<file path="config.mk">
export PLATFORM = sky130hd
export DESIGN_NAME = vnsl_cell
export DESIGN_NICKNAME = d
export VERILOG_FILES = /design/src/rtl/core/vnsl_pkg.sv /design/src/rtl/core/vnsl_cell.sv
export SDC_FILE = /design/constraint.sdc
export NUM_CORES = 1
export LEC_CHECK = 0
export ABC_AREA = 0
export BUFFER_PORTS_ARGS = -buffer_cell sky130_fd_sc_hd__buf_4
export CAP_MARGIN = 10
export CORE_ASPECT_RATIO = 0.6
export CORE_MARGIN = 10
export CORE_UTILIZATION = 60
export CTS_CLUSTER_SIZE = 8
export DETAILED_ROUTE_END_ITERATION = 12
export PLACE_DENSITY = 0.85
export RECOVER_POWER = 25
export SLEW_MARGIN = 40
export SYNTH_ARGS = -nofsm -noshare
export SYNTH_HDL_FRONTEND = slang
export SYNTH_SLANG_ARGS = --single-unit
</file>
<file path="constraint.sdc">
create_clock -name i_clk -period 16.5 [get_ports i_clk]
set_input_delay 3.3 -clock i_clk [delete_from_list [all_inputs] [get_ports i_clk]]
set_output_delay 3.3 -clock i_clk [all_outputs]
set_load 0.01 [all_outputs]
</file>
<file path="src/rtl/core/vnsl_pkg.sv">
// Shared types and constants for the nearest-site labeling block.
// No dependencies; every other file in rtl/core imports this package.
package vnsl_pkg;

    // Fixed field widths of the request and response beats
    localparam int COORD_W    = 7;
    localparam int SITE_IDX_W = 6;
    localparam int VAL_W      = 4;
    localparam int DIST_OUT_W = 15;
    localparam int CFG_W      = 7;

    // Reset value of the sites-in-use register
    localparam logic [CFG_W-1:0] SITES_IN_USE_RST = 7'd50;

    // Request kind
    typedef enum logic {
        REQ_LOAD  = 1'b0,
        REQ_QUERY = 1'b1
    } t_req_kind;

    // Beat as it travels down the cell chain (distance travels beside it)
    typedef struct packed {
        logic                  valid;
        t_req_kind             kind;
        logic [SITE_IDX_W-1:0] site_index;
        logic [COORD_W-1:0]    pos_x;
        logic [COORD_W-1:0]    pos_y;
        logic [VAL_W-1:0]      site_value;
        logic [SITE_IDX_W-1:0] best_idx;
        logic [VAL_W-1:0]      best_val;
    } t_beat;

endpackage

</file>
<file path="src/rtl/core/vnsl_cell.sv">
// One chain cell: holds a single site and compares a passing query against it.
// Depends on vnsl_pkg.
module vnsl_cell import vnsl_pkg::*; #(
    parameter int IDX    = 0,
    parameter int DIST_W = 15
) (
    input  logic              i_clk,
    input  logic              i_rst_n,
    input  logic              i_adv,
    input  logic [CFG_W-1:0]  i_count,
    input  t_beat             i_beat,
    input  logic [DIST_W-1:0] i_dist,
    output t_beat             o_beat,
    output logic [DIST_W-1:0] o_dist
);

    logic [COORD_W-1:0]   r_site_x;
    logic [COORD_W-1:0]   r_site_y;
    logic [VAL_W-1:0]     r_site_val;
    t_beat                r_beat;
    logic [DIST_W-1:0]    r_dist;

    logic [COORD_W:0]     w_dx_raw;
    logic [COORD_W:0]     w_dy_raw;
    logic [COORD_W-1:0]   w_dx;
    logic [COORD_W-1:0]   w_dy;
    logic [2*COORD_W-1:0] w_dx2;
    logic [2*COORD_W-1:0] w_dy2;
    logic [2*COORD_W:0]   w_d;
    logic                 w_in_use;
    logic                 w_win;
    logic                 w_load_hit;
    t_beat                n_beat;
    logic [DIST_W-1:0]    n_dist;

    // Squared distance from the beat's pixel to this site
    always_comb begin
        w_dx_raw = {1'b0, i_beat.pos_x} - {1'b0, r_site_x};
        w_dy_raw = {1'b0, i_beat.pos_y} - {1'b0, r_site_y};
        w_dx     = w_dx_raw[COORD_W] ? COORD_W'(-w_dx_raw) : w_dx_raw[COORD_W-1:0];
        w_dy     = w_dy_raw[COORD_W] ? COORD_W'(-w_dy_raw) : w_dy_raw[COORD_W-1:0];
        w_dx2    = w_dx * w_dx;
        w_dy2    = w_dy * w_dy;
        w_d      = {1'b0, w_dx2} + {1'b0, w_dy2};
    end

    // Strictly closer wins, so ties keep the earlier cell
    always_comb begin
        w_in_use   = (IDX < int'(i_count));
        w_win      = i_beat.valid && (i_beat.kind == REQ_QUERY) && w_in_use &&
                     (DIST_W'(w_d) < i_dist);
        w_load_hit = i_adv && i_beat.valid && (i_beat.kind == REQ_LOAD) &&
                     (int'(i_beat.site_index) == IDX);

        n_beat = i_beat;
        n_dist = i_dist;
        if (w_win) begin
            n_beat.best_idx = SITE_IDX_W'(IDX);
            n_dist          = DIST_W'(w_d);
        end
        // site 0 supplies the label when nobody beats the start distance
        if (w_win || (IDX == 0)) begin
            n_beat.best_val = r_site_val;
        end
    end

    // Site storage, written when a load beat for this slot passes
    always_ff @(posedge i_clk) begin
        if (w_load_hit) begin
            r_site_x   <= i_beat.pos_x;
            r_site_y   <= i_beat.pos_y;
            r_site_val <= i_beat.site_value;
        end
    end

    // Stage register toward the next cell
    always_ff @(posedge i_clk) begin
        if (!i_rst_n) begin
            r_beat.valid <= 1'b0;
        end else if (i_adv) begin
            r_beat <= n_beat;
            r_dist <= n_dist;
        end
    end

    assign o_beat = r_beat;
    assign o_dist = r_dist;

endmodule

</file>
==> impl_metrics.json, run 1 <==
{
  "vias": 4736,
  "grt.overflow.total": 0,
  "rsz0062_at_grt": "no",
  "dieArea_um2": 15460,
  "hold_path_depth": 0,
  "syn_inst": 605,
  "area_delta_synth_final_pct": 19.09,
  "required_ns": 16.59,
  "clockBufferDepth": 2,
  "ys_ff_latch": 69,
  "hold_end": "o_beat[1]",
  "worstHoldStart": "r_site_val[1]",
  "nNetsFinal": 913,
  "initial_core_util_pct": 61.22,
  "worstSetupEndpointType": "flop",
  "fmax_ghz": 0.07624,
  "setup_viol": 0,
  "final_layout_size_suffix_gt1_share_pct": 20.11,
  "cts-htree-levels": 3,
  "r2r_start": "r_site_y[0]",
  "grt_max_degree": 51,
  "slowest_delay_ns": 0.55,
  "grt_pass1_wl_mm": 25.03,
  "syn_area_um2": 6464,
  "startpoint_type": "input port",
  "ctsResizeCount": 0,
  "reg2reg_slack_ns": 6.19,
  "grt_pass1_vias": 5107,
  "viasPerCell": 5.475,
  "tightestPinTransition_ns": 0.7040,
  "cts_hold_buf": 0,
  "clock-sinks": 69,
  "post-route-drc-count": 0,
  "drt_iter0_drc": 299,
  "firstDrtPassIters": 5,
  "outcome": "finished clean",
  "gp_congestion": 0.8784,
  "clk_latency_ns": 0.34,
  "ys_warn_count": 0,
  "slew_headroom_pct": 53.07,
  "cpMaxStageDelayCell": "a2111oi_4",
  "grtUsageTotal_pct": 19.73,
  "antenna_found_initial": 0,
  "ys.flop_type": "edfxtp_1",
  "ant_nets": 0,
  "num_rows": 29,
  "ios": 112,
  "finalClockSkew_ns": 0.009296,
  "hold_viol": 0,
  "ys_seq_area_share_pct": 31.90,
  "async_flop_share_pct": 0,
  "num-fill-cells": 755,
  "synth.distinct_cells": 60,
  "finalCriticalPeriod_ns": 13.12,
  "finalMaxSlewViolations": 0,
  "drt_wl_total_mm": 15.08,
  "cts_setup_buffers": 0,
  "arrival_ns": 13.21,
  "final_cell_mix": "112 x inv_1, 87 x buf_4, 77 x ha_1",
  "wl_per_cell_um": 17.43,
  "die_height_um": 100.4,
  "final_common_cell": "inv_1",
  "r2r_end": "o_dist[4]",
  "diodes": 0,
  "drv_cap": 0,
  "cts_buffers": 9,
  "finalCritPeriodShare_pct": 79.49,
  "setup_tns_ns": 0,
  "hpwl_mm": 12.02,
  "post_synth.cell_area_avg_um2": 10.68,
  "reg2reg_depth": 35,
  "dieWidth_um": 154.0,
  "cts.reportedPaths.clkPinSlew_ns": 0.06,
  "cts_tree": "yes",
  "hold_class": "reg -> reg",
  "cts-root-buf": "clkbuf_16",
  "crit_fanout": 13,
  "syn_nets": 797,
  "coreArea_um2": 10560,
  "critical_path_class": "in -> reg",
  "portBuffers": 107,
  "synth_edf_count": 68
}
area by class of cell:
type / instances / area, um2 / share of cell area (%)
inverter: 114 / 427.9 / 5.559
sequential: 69 / 2062 / 26.79
timing repair buffer: 112 / 765.7 / 9.948
tap: 139 / 173.9 / 2.259
clock inverter: 7 / 73.82 / 0.9590
multi-input combinational: 415 / 3969 / 51.56
clock buffer: 9 / 225.2 / 2.926
metrics by stage:
step / instance area (um2) / setup WS [ns] / cells / hold WS [ns] / utilization [%]
2_1_floorplan: 6464 / 4.371 / 605 / 0.4003 / -
5_1_grt: 7697 / 2.985 / 865 / 0.4305 / 72.90
4_1_cts: 7765 / 3.484 / 865 / 0.4242 / 73.54
3_3_place_gp: 7457 / 3.441 / 848 / 0.4029 / 70.62
6_report: 7697 / 3.383 / 865 / 0.4222 / 72.90
3_5_place_dp: 7466 / 3.196 / 849 / 0.4080 / 70.71
state kept, by name (all words and copies together), names as in the netlist:
name	count
o_beat	36
r_site_val	4
r_site_y	7
o_dist	15
r_site_x	7
metal layers:
| layer | global-route usage [%] | vias up | wire (um) |
|---|---|---|---|
| met4 | 4.700 | 0 | 152 |
| met3 | 4.910 | 18 | 993 |
| met2 | 32.27 | 158 | 7095 |
| met5 | 0 | - | 0 |
| met1 | 25.90 | 2276 | 6835 |
| li1 | - | 2284 | - |
cells in the mapped netlist, drive strengths merged, types with 3 or more instances:
library cell  count  area, um2
nand3             5      25.02
or4               3      22.52
nor2b             4      25.02
clkbuf            5      18.77
xnor2            18      172.7
a2111oi           3      63.81
nor2             57      230.2
o21ai            10      50.04
ha               77      963.4
o21bai            5      37.54
nand2            20      75.07
and3              3      18.77
a21o             11      82.58
xor2             11      103.9
or2              10      62.56
inv             114      427.9
nand2b           17      106.4
a211oi            4      40.03
edfxtp           68       2042
and2             12      75.07
fa               54       1081
mux2i             7      70.07
mux2             14      157.7
nor3b             3      22.52
a31oi             4      25.02
nor4              3      18.77
a21oi            22      117.6
nor3              9      45.04
worst max-delay path, delay by kind of cell:
| family | cells | cell delay, ns |
|---|---|---|
| adder cells (fa/ha/maj) | 10 | 4.38 |
| AO/OA/AOI/OAI | 12 | 3.22 |
| AND/OR/NAND/NOR | 5 | 1.25 |
| buffers and inverters | 9 | 0.76 |
| multiplexers | 1 | 0.28 |
worst max-delay path by stage:
stage	startpoint	depth (start not counted)	endpoint
final	i_beat[14]	37	o_dist[4]
after floorplan	i_beat[14]	36	o_dist[11]
after global routing	i_beat[14]	37	o_dist[7]
after global placement	i_beat[14]	36	o_dist[1]
after CTS	i_beat[14]	37	o_dist[1]
after detailed placement	i_beat[14]	37	o_dist[8]
cells by family (layout without fill, tap and decap cells):
family / after synthesis / count (layout) / share of synthesized area, %
simple gates: 153 / 153 / 12.06
mux: 21 / 21 / 3.523
fa+ha+maj: 131 / 131 / 31.63
flops: 69 / 69 / 31.90
compound gates: 81 / 81 / 9.447
xor+xnor: 29 / 29 / 4.278
buf+inv: 121 / 242 / 7.162
Power of run 1 is left out: the tool's default activity adds up to more than one toggle a clock period on the data nets, which glitch-free logic cannot reach.
==> run 2, diff against run 1 <==
--- a/config.mk
+++ b/config.mk
@@ -5,15 +5,15 @@
 export SDC_FILE = /design/constraint.sdc
 export NUM_CORES = 1
 export LEC_CHECK = 0
-export ABC_AREA = 0
+export ABC_AREA = 1
 export BUFFER_PORTS_ARGS = -buffer_cell sky130_fd_sc_hd__buf_4
 export CAP_MARGIN = 10
 export CORE_ASPECT_RATIO = 0.6
 export CORE_MARGIN = 10
-export CORE_UTILIZATION = 60
+export CORE_UTILIZATION = 52
 export CTS_CLUSTER_SIZE = 8
 export DETAILED_ROUTE_END_ITERATION = 12
-export PLACE_DENSITY = 0.85
+export PLACE_DENSITY = 0.78
 export RECOVER_POWER = 25
 export SLEW_MARGIN = 40
 export SYNTH_ARGS = -nofsm -noshare
==> constraint.sdc (replaced) <==
create_clock -name i_clk -period 10.5 [get_ports i_clk]
set_input_delay 2.1 -clock i_clk [delete_from_list [all_inputs] [get_ports i_clk]]
set_output_delay 2.1 -clock i_clk [all_outputs]
set_load 0.01 [all_outputs]
==> impl_metrics.json, run 2 <==
{
  "viasPerCell": 4.961,
  "diodes": 0,
  "hold_slack_ns": 0.4195,
  "portBuffers": 107,
  "critical_path_class": "in -> reg",
  "ios": 112,
  "drt_wl_total_mm": 14.96,
  "initial_core_util_pct": 53.98,
  "grt_pass1_wl_mm": 24.92,
  "outcome": "finished clean",
  "ys_ff_latch": 69,
  "num_rows": 31,
  "syn_nets": 939,
  "largest_reg_flops": 36,
  "ctsResizeCount": 0,
  "ys_warn_count": 0,
  "slowest_delay_ns": 0.54,
  "finalCriticalPeriod_ns": 9.937,
  "regArea_um2": 2062,
  "cts-root-buf": "clkbuf_16",
  "dieArea_um2": 17740,
  "hold_viol": 0,
  "finalMaxSlewViolations": 0,
  "dieWidth_um": 165.4,
  "cp_top_family": "adder cells",
  "crit_buf_inv": 9,
  "cts.reportedPaths.clkPinSlew_ns": 0.06,
  "num-fill-cells": 997,
  "nNetsFinal": 1060,
  "finalCritPeriodShare_pct": 94.64,
  "hpwl_mm": 12.40,
  "post-route-drc-count": 0,
  "setup_tns_ns": 0,
  "drv_cap": 0,
  "synth_edf_count": 68,
  "grtUsageTotal_pct": 17.31,
  "final_layout_size_suffix_gt1_share_pct": 19.36,
  "synth.distinct_cells": 37,
  "setup_viol": 0,
  "post_synth.cell_area_avg_um2": 8.829,
  "wl_per_cell_um": 14.41,
  "grt_max_degree": 51,
  "clock-sinks": 69,
  "worstSetupEndpointType": "flop",
  "slew_headroom_pct": 59.34,
  "ys_top_cells_by_area": "edfxtp_1 31%, fa_1 16%, ha_1 15%",
  "ys.flop_type": "edfxtp_1",
  "antenna_found_initial": 0,
  "syn_area_um2": 6595,
  "grt.overflow.total": 0,
  "ys_seq_area_share_pct": 31.27,
  "ant_nets": 0,
  "cts_buffers": 9,
  "gp_congestion": 0.8877,
  "preCtsSetupSlack_ns": 0.1511,
  "die_height_um": 107.2,
  "yosysMostFrequentCell": "inv_1",
  "hold_class": "reg -> reg",
  "required_ns": 10.57,
  "coreArea_um2": 12220,
  "multi_input_area_um2": 3820,
  "area_delta_synth_final_pct": 20.26,
  "final_common_cell": "inv_1",
  "startpoint_type": "input port",
  "synth_top_area_share_pct": 30.96,
  "crit_fanout": 26,
  "clk_latency_ns": 0.33,
  "vias": 5150,
  "cpMaxStageDelayCell": "fa_1",
  "async_flop_share_pct": 0,
  "tightestPinTransition_ns": 0.6099,
  "synth_area_leader_cell": "edfxtp_1",
  "clockBufferDepth": 2,
  "ys_top_cells_by_count": "174 x inv_1, 169 x nand2_1, 77 x ha_1",
  "arrival_ns": 10.00,
  "finalClockSkew_ns": 0.006863,
  "fmax_ghz": 0.1006,
  "cts_setup_buffers": 0,
  "rsz0062_at_grt": "no",
  "fin_ws_ns": 0.5633,
  "cts_tree": "yes",
  "final_cell_mix": "173 x inv_1, 168 x nand2_1, 89 x buf_4",
  "syn_inst": 747,
  "firstDrtPassIters": 5,
  "drt_iter0_drc": 360,
  "cts-htree-levels": 3,
  "cts_hold_buf": 0,
  "grt_pass1_vias": 5139
}
-- run 2: stage by stage --
step	util, %	cell area [um2]	std cells
after CTS	65.15	7960	1037
after floorplan	-	6595	747
after global placement	62.48	7634	1021
after global routing	64.92	7931	1038
final	64.92	7931	1038
after detailed placement	62.50	7636	1021
-- run 2: cell type report --
class,instances,share of cell area [%]
repair inverters,1,0.09465
inverters,188,9.008
clock buffers,9,2.840
well taps,165,2.603
multi-input cells,486,48.16
flip-flops and latches,69,26.00
repair buffers,113,10.05
clock inverters,7,1.246
-- run 2: path summary, 6_finish.rpt --
path | start | end | slack, ns | cells after the start
worst min-delay path | r_site_val[0] | o_beat[0] | 0.42 | 0
worst max-delay path | i_beat[21] | o_dist[3] | 0.56 | 37
worst min register to register | r_site_val[0] | o_beat[0] | 0.42 | 0
worst max register to register | r_site_x[0] | o_dist[3] | 2.09 | 35
-- run 2: logic make-up (layout without fill, tap and decap cells) --
logic type	count (synthesis)	after routing	share of synthesized area [%]
AO/OA/AOI/OAI	58	58	4.971
XOR/XNOR	16	16	2.580
adder cells (fa/ha/maj)	131	131	31.00
buffers and inverters	192	318	11.08
flip-flops	69	69	31.27
AND/OR/NAND/NOR	281	281	19.10
-- run 2: worst reg2reg max path: cells and delay by family (launching register included) --
family | cells | cell delay, ns
AO/OA/AOI/OAI | 4 | 0.95
AND/OR/NAND/NOR | 13 | 1.76
flip-flops | 1 | 0.38
buffers and inverters | 7 | 0.62
adder cells (fa/ha/maj) | 11 | 4.44
-- run 2: per-layer routing --
metal  part of all wire [%]  vias to the layer above  global-route usage [%]
met1                     50                     2363                   24.63
li1                       -                     2595                       -
met4                   0.58                        0                   2.809
met2                     40                      181                   25.84
met5                      0                        -                       0
met3                    9.7                       11                   5.271
Power of run 2 is left out for the same reason.
==> run 3, diff against run 2 <==
--- a/config.mk
+++ b/config.mk
@@ -10,10 +10,10 @@
 export CAP_MARGIN = 10
 export CORE_ASPECT_RATIO = 0.6
 export CORE_MARGIN = 10
-export CORE_UTILIZATION = 52
+export CORE_UTILIZATION = 60
 export CTS_CLUSTER_SIZE = 8
 export DETAILED_ROUTE_END_ITERATION = 12
-export PLACE_DENSITY = 0.78
+export PLACE_DENSITY = 0.84
 export RECOVER_POWER = 25
 export SLEW_MARGIN = 40
 export SYNTH_ARGS = -nofsm -noshare
==> constraint.sdc (replaced) <==
create_clock -name i_clk -period 12.66 [get_ports i_clk]
set_input_delay 2.532 -clock i_clk [delete_from_list [all_inputs] [get_ports i_clk]]
set_output_delay 2.532 -clock i_clk [all_outputs]
set_load 0.01 [all_outputs]
==> impl_metrics.json, run 3 (synthesis results as in run 2) <==
{
  "crit_fanout": 27,
  "final_layout_size_suffix_gt1_share_pct": 17.88,
  "drv_cap": 0,
  "die_height_um": 101.2,
  "dieArea_um2": 15720,
  "num-fill-cells": 762,
  "clock-sinks": 69,
  "worstSetupEndpointType": "flop",
  "placed_area_um2": 7566,
  "vias": 5321,
  "startpoint": "i_beat[14]",
  "fmax_ghz": 0.08857,
  "worstHoldStart": "r_site_val[1]",
  "fin_cells": 1006,
  "largest_reg_flops": 36,
  "wl_per_cell_um": 15.79,
  "ant_nets": 0,
  "cts-root-buf": "clkbuf_16",
  "cts_buffers": 9,
  "rsz0062_at_grt": "no",
  "coreArea_um2": 10630,
  "hold_class": "reg -> reg",
  "finalMaxSlewViolations": 0,
  "r2r_end": "o_dist[13]",
  "finalCriticalPeriod_ns": 11.29,
  "outcome": "finished clean",
  "crit_end": "o_dist[13]",
  "drt_wl_total_mm": 15.88,
  "grt_pass1_vias": 5555,
  "dp.cells": 990,
  "viasPerCell": 5.289,
  "setup_tns_ns": 0,
  "required_ns": 12.75,
  "hpwl_mm": 13.62,
  "tightestPinTransition_ns": 0.6012,
  "cts-htree-levels": 3,
  "reg2reg_slack_ns": 3.45,
  "num_rows": 29,
  "cts_hold_buf": 0,
  "grtUsageTotal_pct": 20.56,
  "clockBufferDepth": 2,
  "final_area_um2": 7786,
  "antenna_found_initial": 0,
  "slowest_delay_ns": 0.55,
  "reg2reg_depth": 41,
  "hold_viol": 0,
  "ios": 112,
  "slew_headroom_pct": 59.92,
  "arrival_ns": 11.38,
  "grt_pass1_wl_mm": 26.34,
  "firstDrtPassIters": 5,
  "drt_iter0_drc": 279,
  "finalClockSkew_ns": 0.009198,
  "regArea_um2": 2062,
  "hold_slack_ns": 0.4105,
  "cts_setup_buffers": 0,
  "startpoint_type": "input port",
  "grt.overflow.total": 0,
  "setup_viol": 0,
  "area_delta_synth_final_pct": 18.06,
  "nNetsFinal": 1054,
  "portBuffers": 107,
  "final_common_cell": "inv_1",
  "gp_congestion": 0.9116,
  "dieWidth_um": 155.4,
  "crit_top_cell": "nand2_1",
  "diodes": 0,
  "cts.reportedPaths.clkPinSlew_ns": 0.06,
  "grt_max_degree": 51,
  "clk_latency_ns": 0.34,
  "multi_input_area_um2": 3809,
  "finalCritPeriodShare_pct": 89.19,
  "initial_core_util_pct": 62.03,
  "ctsResizeCount": 0,
  "r2r_start": "r_site_y[0]",
  "cts_tree": "yes",
  "final_cell_mix": "173 x inv_1, 169 x nand2_1, 83 x buf_4",
  "critical_path_class": "in -> reg",
  "cpMaxStageDelayCell": "fa_1",
  "post-route-drc-count": 0
}
[run 3: changes by cell type in the layout (fill, tap and decap cells not counted), moves of 2 or more]
| cell | delta |
|---|---|
| buf_4 | -6 |
| clkbuf_1 | +4 |
| clkbuf_4 | -2 |
| clkinvlp_4 | -2 |
[run 3: how the worst min path moves through the flow]
stage	to	slack (ns)	cells past startpoint
5_1_grt	o_beat[1]	0.42	0
3_5_place_dp	o_beat[1]	0.40	0
6_report	o_beat[1]	0.41	0
3_3_place_gp	o_beat[0]	0.40	0
4_1_cts	o_beat[1]	0.41	0
2_1_floorplan	o_beat[0]	0.40	0
[run 3: per-layer routing]
| layer | vias to the layer above | part of all wire, % | routed length, um | track usage (%) |
|---|---|---|---|---|
| li1 | 2573 | - | - | - |
| met1 | 2496 | 46 | 7275 | 26.52 |
| met4 | 0 | 1.6 | 247 | 5.874 |
| met5 | - | 0 | 0 | 0 |
| met2 | 223 | 44 | 7054 | 34.18 |
| met3 | 29 | 8.2 | 1307 | 4.867 |
[run 3: layout make-up]
| cell class | instances | share of cell area (%) |
|---|---|---|
| clock buffers | 9 | 2.892 |
| clock inverters | 7 | 0.9481 |
| well taps | 139 | 2.234 |
| flip-flops and latches | 69 | 26.48 |
| multi-input cells | 486 | 48.92 |
| repair buffers | 108 | 9.401 |
| inverters | 188 | 9.127 |
[run 3: metrics by stage]
| stage | utilization (%) | worst slack [ns] |
|---|---|---|
| floorplan | - | 2.716 |
| global route | 73.24 | 0.7765 |
| CTS | 73.98 | 1.581 |
| finish | 73.24 | 1.369 |
| global placement | 71.14 | 1.542 |
| detailed placement | 71.17 | 1.278 |
[run 3: critical path: cells and delay by family]
family	cells	cell delay, ns
AOI/OAI and AO/OA	2	0.39
and+or+nand+nor	19	2.62
buffers and inverters	11	1.16
adders and majority gates	11	4.67
Power of run 3 is left out for the same reason.
